## src/design/descriptor_slot_allocator_core_assert.svh

```systemverilog
// Assertion macros for the descriptor slot allocator core.
`ifndef DESCRIPTOR_SLOT_ALLOCATOR_CORE_ASSERT_SVH
`define DESCRIPTOR_SLOT_ALLOCATOR_CORE_ASSERT_SVH

// same-cycle implication, disabled in reset
`define DSA_ASSERT_NOW(lbl, ante, cons, msg) \
	lbl: assert property (@(posedge clk) disable iff (!arst_n) (ante) |-> (cons)) else $error(msg);

// next-cycle implication, disabled in reset
`define DSA_ASSERT_NEXT(lbl, ante, cons, msg) \
	lbl: assert property (@(posedge clk) disable iff (!arst_n) (ante) |=> (cons)) else $error(msg);

`endif

```

## src/design/dsa_pkg.sv

```systemverilog
// Types, codes and helpers for the descriptor slot allocator.
`default_nettype none
package dsa_pkg;

	localparam logic [2:0] KIND_ALLOC    = 3'd0;
	localparam logic [2:0] KIND_FREE     = 3'd1;
	localparam logic [2:0] KIND_CLRBUSY  = 3'd2;
	localparam logic [2:0] KIND_RESERVE  = 3'd3;
	localparam logic [2:0] KIND_RELEASE  = 3'd4;

	localparam logic [1:0] ST_OK   = 2'd0;
	localparam logic [1:0] ST_FULL = 2'd1;
	localparam logic [1:0] ST_BAD  = 2'd2;

	localparam int CFG_IDX_BITS  = 2;
	localparam int CFG_DATA_BITS = 11;
	localparam logic [CFG_IDX_BITS-1:0] CFG_KERNEL_SLOTS = 2'd0;
	localparam logic [CFG_IDX_BITS-1:0] CFG_PTR_ACCESS   = 2'd1;
	localparam logic [CFG_IDX_BITS-1:0] CFG_PTR_FLAGS    = 2'd2;

	localparam logic [10:0] RESET_KERNEL_SLOTS = 11'd8;
	localparam logic [7:0]  RESET_PTR_ACCESS   = 8'd240;
	localparam logic [3:0]  RESET_PTR_FLAGS    = 4'd4;

	localparam logic [19:0] PTR_SEG_LIMIT = 20'd4;
	localparam logic [63:0] DESC_BUSY_MASK = 64'h0000_0200_0000_0000;
	localparam logic [63:0] DESC_USE_MASK  = 64'h00ff_0000_0000_0000;

	typedef struct packed {
		logic [2:0]  kind;
		logic [31:0] seg_base;
		logic [19:0] seg_limit;
		logic [7:0]  access_byte;
		logic [3:0]  flag_bits;
		logic [31:0] ptr_address;
		logic [9:0]  slot_index;
	} request_t;

	typedef struct packed {
		logic [1:0]  status;
		logic [9:0]  slot_out;
		logic [63:0] descriptor;
	} result_t;

	typedef struct packed {
		logic we;
		logic set;
	} map_wr_t;

	function automatic logic [63:0] pack_desc(input logic [31:0] base, input logic [19:0] limit,
		input logic [7:0] acc, input logic [3:0] flg);
		pack_desc = {base[31:24], flg, limit[19:16], acc, base[23:0], limit[15:0]};
	endfunction

endpackage
`default_nettype wire

```

## src/design/dsa_bitmap.sv

```systemverilog
// Free-slot bitmap limbs with a lowest-free-bit search over one limb, skipping kernel slots and slot 0.
`default_nettype none
module dsa_bitmap #(
	parameter int NUM_SLOTS = 1024,
	parameter int LIMB_BITS = 32,
	localparam int LIMB_COUNT = (NUM_SLOTS + LIMB_BITS - 1) / LIMB_BITS,
	localparam int LW = (LIMB_COUNT > 1) ? $clog2(LIMB_COUNT) : 1,
	localparam int BW = $clog2(LIMB_BITS)
) (
	input  logic                 clk,
	input  logic                 arst_n,
	input  logic [10:0]          kcount,
	input  logic [LW-1:0]        rd_limb,
	input  dsa_pkg::map_wr_t     wr,
	input  logic [LW-1:0]        wr_limb,
	input  logic [BW-1:0]        wr_bit,
	output logic [LIMB_BITS-1:0] limb_word,
	output logic                 hit,
	output logic [BW-1:0]        pos
);
	import dsa_pkg::*;

	localparam int TW = $clog2(NUM_SLOTS + LIMB_BITS) + 1;
	localparam int SW = (TW > 12) ? TW : 12;

	logic [LIMB_BITS-1:0] map_q [LIMB_COUNT];
	logic [LIMB_BITS-1:0] masked;
	logic [SW-1:0]        base;
	logic [SW-1:0]        thr;

	always_ff @(posedge clk or negedge arst_n) begin
		if (!arst_n) begin
			for (int l = 0; l < LIMB_COUNT; l++) begin
				for (int j = 0; j < LIMB_BITS; j++) begin
					map_q[l][j] <= ((l * LIMB_BITS + j) >= int'(RESET_KERNEL_SLOTS))
						&& ((l * LIMB_BITS + j) < NUM_SLOTS);
				end
			end
		end else if (wr.we) begin
			map_q[wr_limb][wr_bit] <= wr.set;
		end
	end

	always_comb begin
		limb_word = map_q[rd_limb];
		base = SW'(32'(rd_limb) * LIMB_BITS);
		thr = (kcount == 11'd0) ? SW'(1) : SW'(kcount);
		for (int j = 0; j < LIMB_BITS; j++) begin
			masked[j] = limb_word[j] && ((base + SW'(j)) >= thr);
		end
		hit = |masked;
		pos = '0;
		for (int j = LIMB_BITS - 1; j >= 0; j--) begin
			if (masked[j]) begin
				pos = BW'(j);
			end
		end
	end
endmodule
`default_nettype wire

```

## config.mk

```make
export PLATFORM = sky130hd
export DESIGN_NAME = dsa_bitmap
export DESIGN_NICKNAME = d
export VERILOG_FILES = /design/src/design/descriptor_slot_allocator_core_assert.svh /design/src/design/dsa_pkg.sv /design/src/design/dsa_bitmap.sv
export SDC_FILE = /design/constraint.sdc
export NUM_CORES = 2
export LEC_CHECK = 0
export BUFFER_PORTS_ARGS = -buffer_cell sky130_fd_sc_hd__buf_2
export CELL_PAD_IN_SITES_DETAIL_PLACEMENT = 1
export CELL_PAD_IN_SITES_GLOBAL_PLACEMENT = 1
export CORE_ASPECT_RATIO = 1.2
export CORE_MARGIN = 1.5
export CORE_UTILIZATION = 46
export DETAILED_ROUTE_END_ITERATION = 10
export GPL_TIMING_DRIVEN = 0
export PLACE_DENSITY = 0.8
export SLEW_MARGIN = 15
export SYNTH_ARGS = -nofsm -noshare
export SYNTH_HDL_FRONTEND = slang
export SYNTH_SLANG_ARGS = --single-unit
```

## constraint.sdc

```tcl
create_clock -name clk -period 4.15 [get_ports clk]
set_input_delay 0.415 -clock clk [delete_from_list [all_inputs] [get_ports clk]]
set_output_delay 0.415 -clock clk [all_outputs]
set_load 0.05 [all_outputs]
```

# --- After elaboration in Yosys (flattened, before gate mapping) ---
# Index checks and enable logic that the tools add are counted.
# W data, S select, Z words.
op_classes:
  n_addsub: 31
  order_cmp: 37
  n_mux: 41
  n_bitwise: 2
  reduce_logical: 36
ops:
  columns: ["op", "count"]
  rows:
  - ["$bwmux W1024", 1]
  - ["$ge A11 B11 Y1", 31]
  - ["$add A10 B5 Y11 const B", 16]
  - ["$bmux W32 S5", 1]
  - ["$demux W32 S5", 1]
  - ["$mux W5", 32]
  - ["$mux W32", 3]
  - ["$add A10 B4 Y11 const B", 8]
  - ["$add A10 B3 Y11 const B", 4]
  - ["$logic_and A1 B1 Y1", 34]
  - ["$reduce_or A32 Y1", 1]
  - ["$add A10 B2 Y11 const B", 2]
  - ["$ge A6 B6 Y1 const B", 2]
  - ["$not A5 Y6", 2]
  - ["$add A10 B1 Y11 const B", 1]
  - ["$ge A10 B11 Y1", 1]
  - ["$logic_not A11 Y1", 1]
  - ["$mux W11", 1]
  - ["$lt A5 B6 Y1 const B", 1]
  - ["$lt A6 B1 Y1 const B", 1]
  - ["$demux W1 S5", 1]
  - ["$ge A5 B1 Y1 const B", 1]
  - ["$mux W1", 1]
totals:
  ff_bits: 1024
  inputBits: 30
  output_inout_bits: 38

# --- Depth between registers and ports, before layout ---
depth:
  depth_word: 37
  ltp_mapped: 18
  mapped_depth_nobuf: 11

# --- Least setup slack after synthesis ---
# No wires, ideal clock.
synth_path:
  path_type: "input to output"
  startpoint: "in rd_limb[0]"
  endpoint: "out pos[0]"
  arrival_ns: 5.480
  required_time_ns: 3.735
  path_slack_ns: -1.745
  cell_stages: 14
  path_buffers: 5
  path_cell_list: "buf_6 > buf_6 > buf_6 > buf_6 > buf_4 > nor2_1 > a22oi_1 > a21oi_1 > nor4_1 > nand3b_1 > a211oi_1 > o221a_2 > a211oi_1 > nor4_1"
synth_between:
  elab_chain_len: 37
synth_rtl:
  columns: ["element", "line", "rtl"]
  rows:
  - ["start, declared", "dsa_bitmap.sv:13", "input logic [LW-1:0] rd_limb,"]
  - ["$not A5 Y6 (implied by the code)", "dsa_bitmap.sv:45", "limb_word = map_q[rd_limb];"]
  - ["$bmux W32 S5", "dsa_bitmap.sv:45", null]
  - ["$mux W32 (implied by the code) (2 in a row)", "dsa_bitmap.sv:45", null]
  - ["named net limb_word[31]", "dsa_bitmap.sv:17", "output logic [LIMB_BITS-1:0] limb_word,"]
  - ["$logic_and A1 B1 Y1", "dsa_bitmap.sv:49", "masked[j] = limb_word[j] && ((base + SW'(j)) >= thr);"]
  - ["$mux W5 (32 in a row)", "dsa_bitmap.sv:54", "if (masked[j]) begin"]
  - ["end, declared", "dsa_bitmap.sv:19", "output logic [BW-1:0] pos"]
# The timed path passes the listed nets, and every way through them passes these cells. The select of a mux whose other input is x is not followed.

# --- Final worst setup path ---
layout_path:
  startpoint: "in rd_limb[1]"
  endpoint: "out pos[1]"
layout_between:
  elab_chain_len: 37
layout_rtl:
  columns: ["element", "line"]
  rows:
  - ["branches (longest 36 deep; another with $add A10 B5 Y11)", null]
  - ["$mux W5 *", "dsa_bitmap.sv:54"]
# Mark *: on every way between the ends. The select of a mux whose other input is x is not followed.

==> flow_metrics.tcl <==
set metrics [dict create \
    drive_gt1_share_pct 32.3 \
    rsz0062_at_grt "true" \
    grt_pass1_vias 55952 \
    yosysUniqueCellTypes 68 \
    grt_overflow 0 \
    grt_pass1_wl_mm 428 \
    drtIter0Drc 8440 \
    violations "negative setup slack" \
    power_frac_comb_pct 12.4 \
    ys_warn_count 0 \
    ant_nets 0 \
    rows 136 \
    syn2layout_area_growth_pct 18.8 \
    syn_area_um2 53400 \
    pwr-share-clk_pct 44.7 \
    clkTransAtPathRegs_ps 70 \
    hold_violations 0 \
    die_y_um 376 \
    h-tree-depth 3 \
    status "complete, but fails checks" \
    top_register "map_q" \
    fmax_ghz 0.210 \
    ys_seq_area_share_pct 50.4 \
    globalRouteTotalUtil_pct 52.1 \
    met2_usage_pct 72.2 \
    p_switching_mw 6.99 \
    max_stage_delay_ps 550 \
    cp.arrival_ps 4350 \
    placed_area_um2 56000 \
    synth-edff-count 0 \
    path_class "in -> out" \
    wl_per_cell_um 40.9 \
    clock_skew_ps 0 \
    fin_crit_sh_pct 115 \
    fin_nets 5973 \
    mostFrequentLayoutCell "nand2_1" \
    io_pins 68 \
    maxCapViolations 0 \
    path_cells "buf_4 -> buf_12 -> buf_16 -> buf_16 -> buf_12 -> mux4_2 -> mux4_2 -> mux2_4 -> a22oi_2 -> nor2_1 -> or4_4 -> a21oi_4 -> buf_8" \
    fillers 12756 \
    die_area_um2 118000 \
    worstMarginPinSlew_ps 1460 \
    worst_setup_path_end_kind "output port" \
    drc 0 \
    fin_total_pwr_mw 24.2 \
    swShare_pct 28.9 \
    cts_num_sinks 1024 \
    setup_ws_ps -611 \
    period_minus_slack_ps 4760 \
    cp.required_ps 3730 \
    power_density_nw_per_um2 382 \
    largest_reg_flops 1024 \
    antenna_found_initial 46 \
    ir_worst_vdd_v 0.000396 \
    place.port_buffers 62 \
    reg_top3 "map_q (1024)" \
    met1_usage_pct 57.1 \
    slew_headroom_pct 2.86 \
    cts_tree "done" \
    drt_first_pass_iters 8 \
    insertion_delay_ps 760 \
    num_vias 55465 \
    initial_core_util_pct 46.5 \
    synthesis.nets 5623 \
    ys_ff_latch 1024 \
    gp_congestion 1.07 \
    slew_viol_final 0 \
    clockBufferDepth 3 \
    postSynthCellCount 5587 \
    reg2reg_depth 2 \
    critical_path.startpoint_type "input port" \
    grt_max_degree 146 \
    dp_hpwl_mm 207 \
    syn_area_per_cell_um2 9.55 \
    final_cell_mix "nand2_1 (1,122), nand3_1 (1,038), o21ai_0 (1,032)" \
    async_flop_share_pct 100 \
    use_met3_pct 28.1 \
    core_region_area_um2 115000 \
    die_w_um 314 \
    clockRootBuffer "clkbuf_16" \
    busiest_layer "met2" \
    worst-path-max-fanout 11 \
    cp_slowest_cell "or4_4" \
    routed_wirelength_mm 310 \
    synthFlopType "dfstp_2" \
    finalInstanceArea_um2 63400 \
    routed_via_density 7.32 \
    internal_power_mw 17.2 \
    cts_made_buffers 111 \
    hold_class "in -> async" \
    seq_power_share_pct 42.8 \
    cellLeakagePower_nw 27.3 \
    setup_viol 6 \
]
==> cell usage after synthesis (all sizes together) (3+ instances only) <==
library cell | count | area [µm²]
nand2 | 1127 | 4230
and2 | 11 | 68.8
or2 | 10 | 62.6
a22oi | 27 | 203
nor4 | 6 | 37.5
or3 | 9 | 56.3
nand2b | 13 | 81.3
o21a | 6 | 45.0
or3b | 6 | 52.6
dfrtp | 8 | 200
buf | 80 | 553
mux2i | 85 | 851
nand3b | 6 | 45.0
nand4b | 3 | 26.3
or4 | 3 | 22.5
mux4 | 254 | 5740
nand3 | 1039 | 5200
and3b | 5 | 43.8
a21oi | 23 | 115
o21ai | 1039 | 5200
ha | 6 | 75.1
o22ai | 12 | 75.1
nand4 | 9 | 56.3
nor3b | 7 | 57.6
and3 | 9 | 56.3
a31oi | 4 | 25.0
o31a | 3 | 26.3
a21o | 5 | 37.5
nor2b | 25 | 156
o221a | 3 | 33.8
a22o | 3 | 26.3
nor3 | 6 | 35.0
a221oi | 4 | 35.0
nor2 | 93 | 349
a211oi | 22 | 165
mux2 | 35 | 394
clkbuf | 528 | 1980
inv | 15 | 56.3
dfstp | 1016 | 26700
==> timing repair <==
item / CTS / global route
endpoints found under the hold margin: 4 / 0
gates cloned: 4 / 0
buffers inserted: 100 / 63
pin swaps: 35 / 34
setup endpoints to repair: 33 / 6
hold buffers: 1 / 0
resized for setup: 336 / 98
==> power by group through the flow <==
| stage | registers [mW] | logic (mW) | clock network (mW) |
|---|---|---|---|
| floorplan | 10.5 | 1.10 | 0 |
| detailed placement | 10.5 | 2.33 | 0 |
| global route | 10.4 | 2.97 | 11.0 |
| finish | 10.4 | 3.01 | 10.8 |
| global placement | 10.5 | 2.27 | 0 |
| CTS | 10.4 | 2.66 | 10.6 |
==> critical path, delay by kind of cell <==
kind                   cells  cell delay (ps)
and+or+nand+nor            2              620
muxes                      3             1300
buffers and inverters      6             1280
AOI/OAI and AO/OA          2              570
==> cell families (layout without fill, tap and decap cells) <==
logic type | Yosys count | count (layout) | share of synthesized area, %
DFF | 1024 | 1024 | 50.4
buffers and inverters | 623 | 1066 | 4.86
AOI/OAI and AO/OA | 1171 | 1171 | 11.6
adders and majority gates | 6 | 6 | 0.141
and+or+nand+nor | 2389 | 2389 | 20.0
other | 0 | 30 | 0
muxes | 374 | 374 | 13.1
==> final cells by class <==
type	instances	area, µm²	share of cell area (%)
clock buffer	166	3260	5.14
tap	1518	1900	3.00
multi-input combinational	3940	24800	39.1
buffer	606	3580	5.64
inverter	15	76.3	0.120
sequential	1024	26900	42.4
clock inverter	40	515	0.813
antenna	30	75.1	0.118
timing repair buffer	239	2290	3.61
==> layer usage <==
| metal | vias to the layer above | part of all wire [%] |
|---|---|---|
| li1 | 20438 | - |
| met1 | 27982 | 32 |
| met2 | 5048 | 41 |
| met3 | 1957 | 16 |
| met4 | 40 | 12 |
| met5 | - | 0.16 |
==> metrics by stage <==
stage | std cells | hold slack, ps | setup slack (ps) | utilization [%] | setup TNS, ps
2_1_floorplan | 5587 | 119 | -16.5 | - | -35.7
3_3_place_gp | 7167 | 461 | -19510 | 48.6 | -
4_1_cts | 7485 | 290 | -411 | 54.2 | -2070
5_1_grt | 7551 | 336 | -538 | 55.1 | -2730
6_report | 7578 | 314 | -611 | 55.2 | -3040
3_5_place_dp | 7176 | 470 | -2440 | 48.8 | -28770
==> path summary, 6_finish.rpt <==
path | slack, ps | start | endpoint
setup / recovery | -610 | rd_limb[1] | pos[1]
hold / removal | 310 | arst_n | map_q[995]
setup reg to reg | 3250 | map_q[175] | map_q[175]
hold reg to reg | 480 | map_q[720] | map_q[720]
max in group asynchronous | 1470 | arst_n | map_q[528]
min in group clk | 330 | wr_limb[3] | map_q[960]
Power figures use the tool's default switching activity.
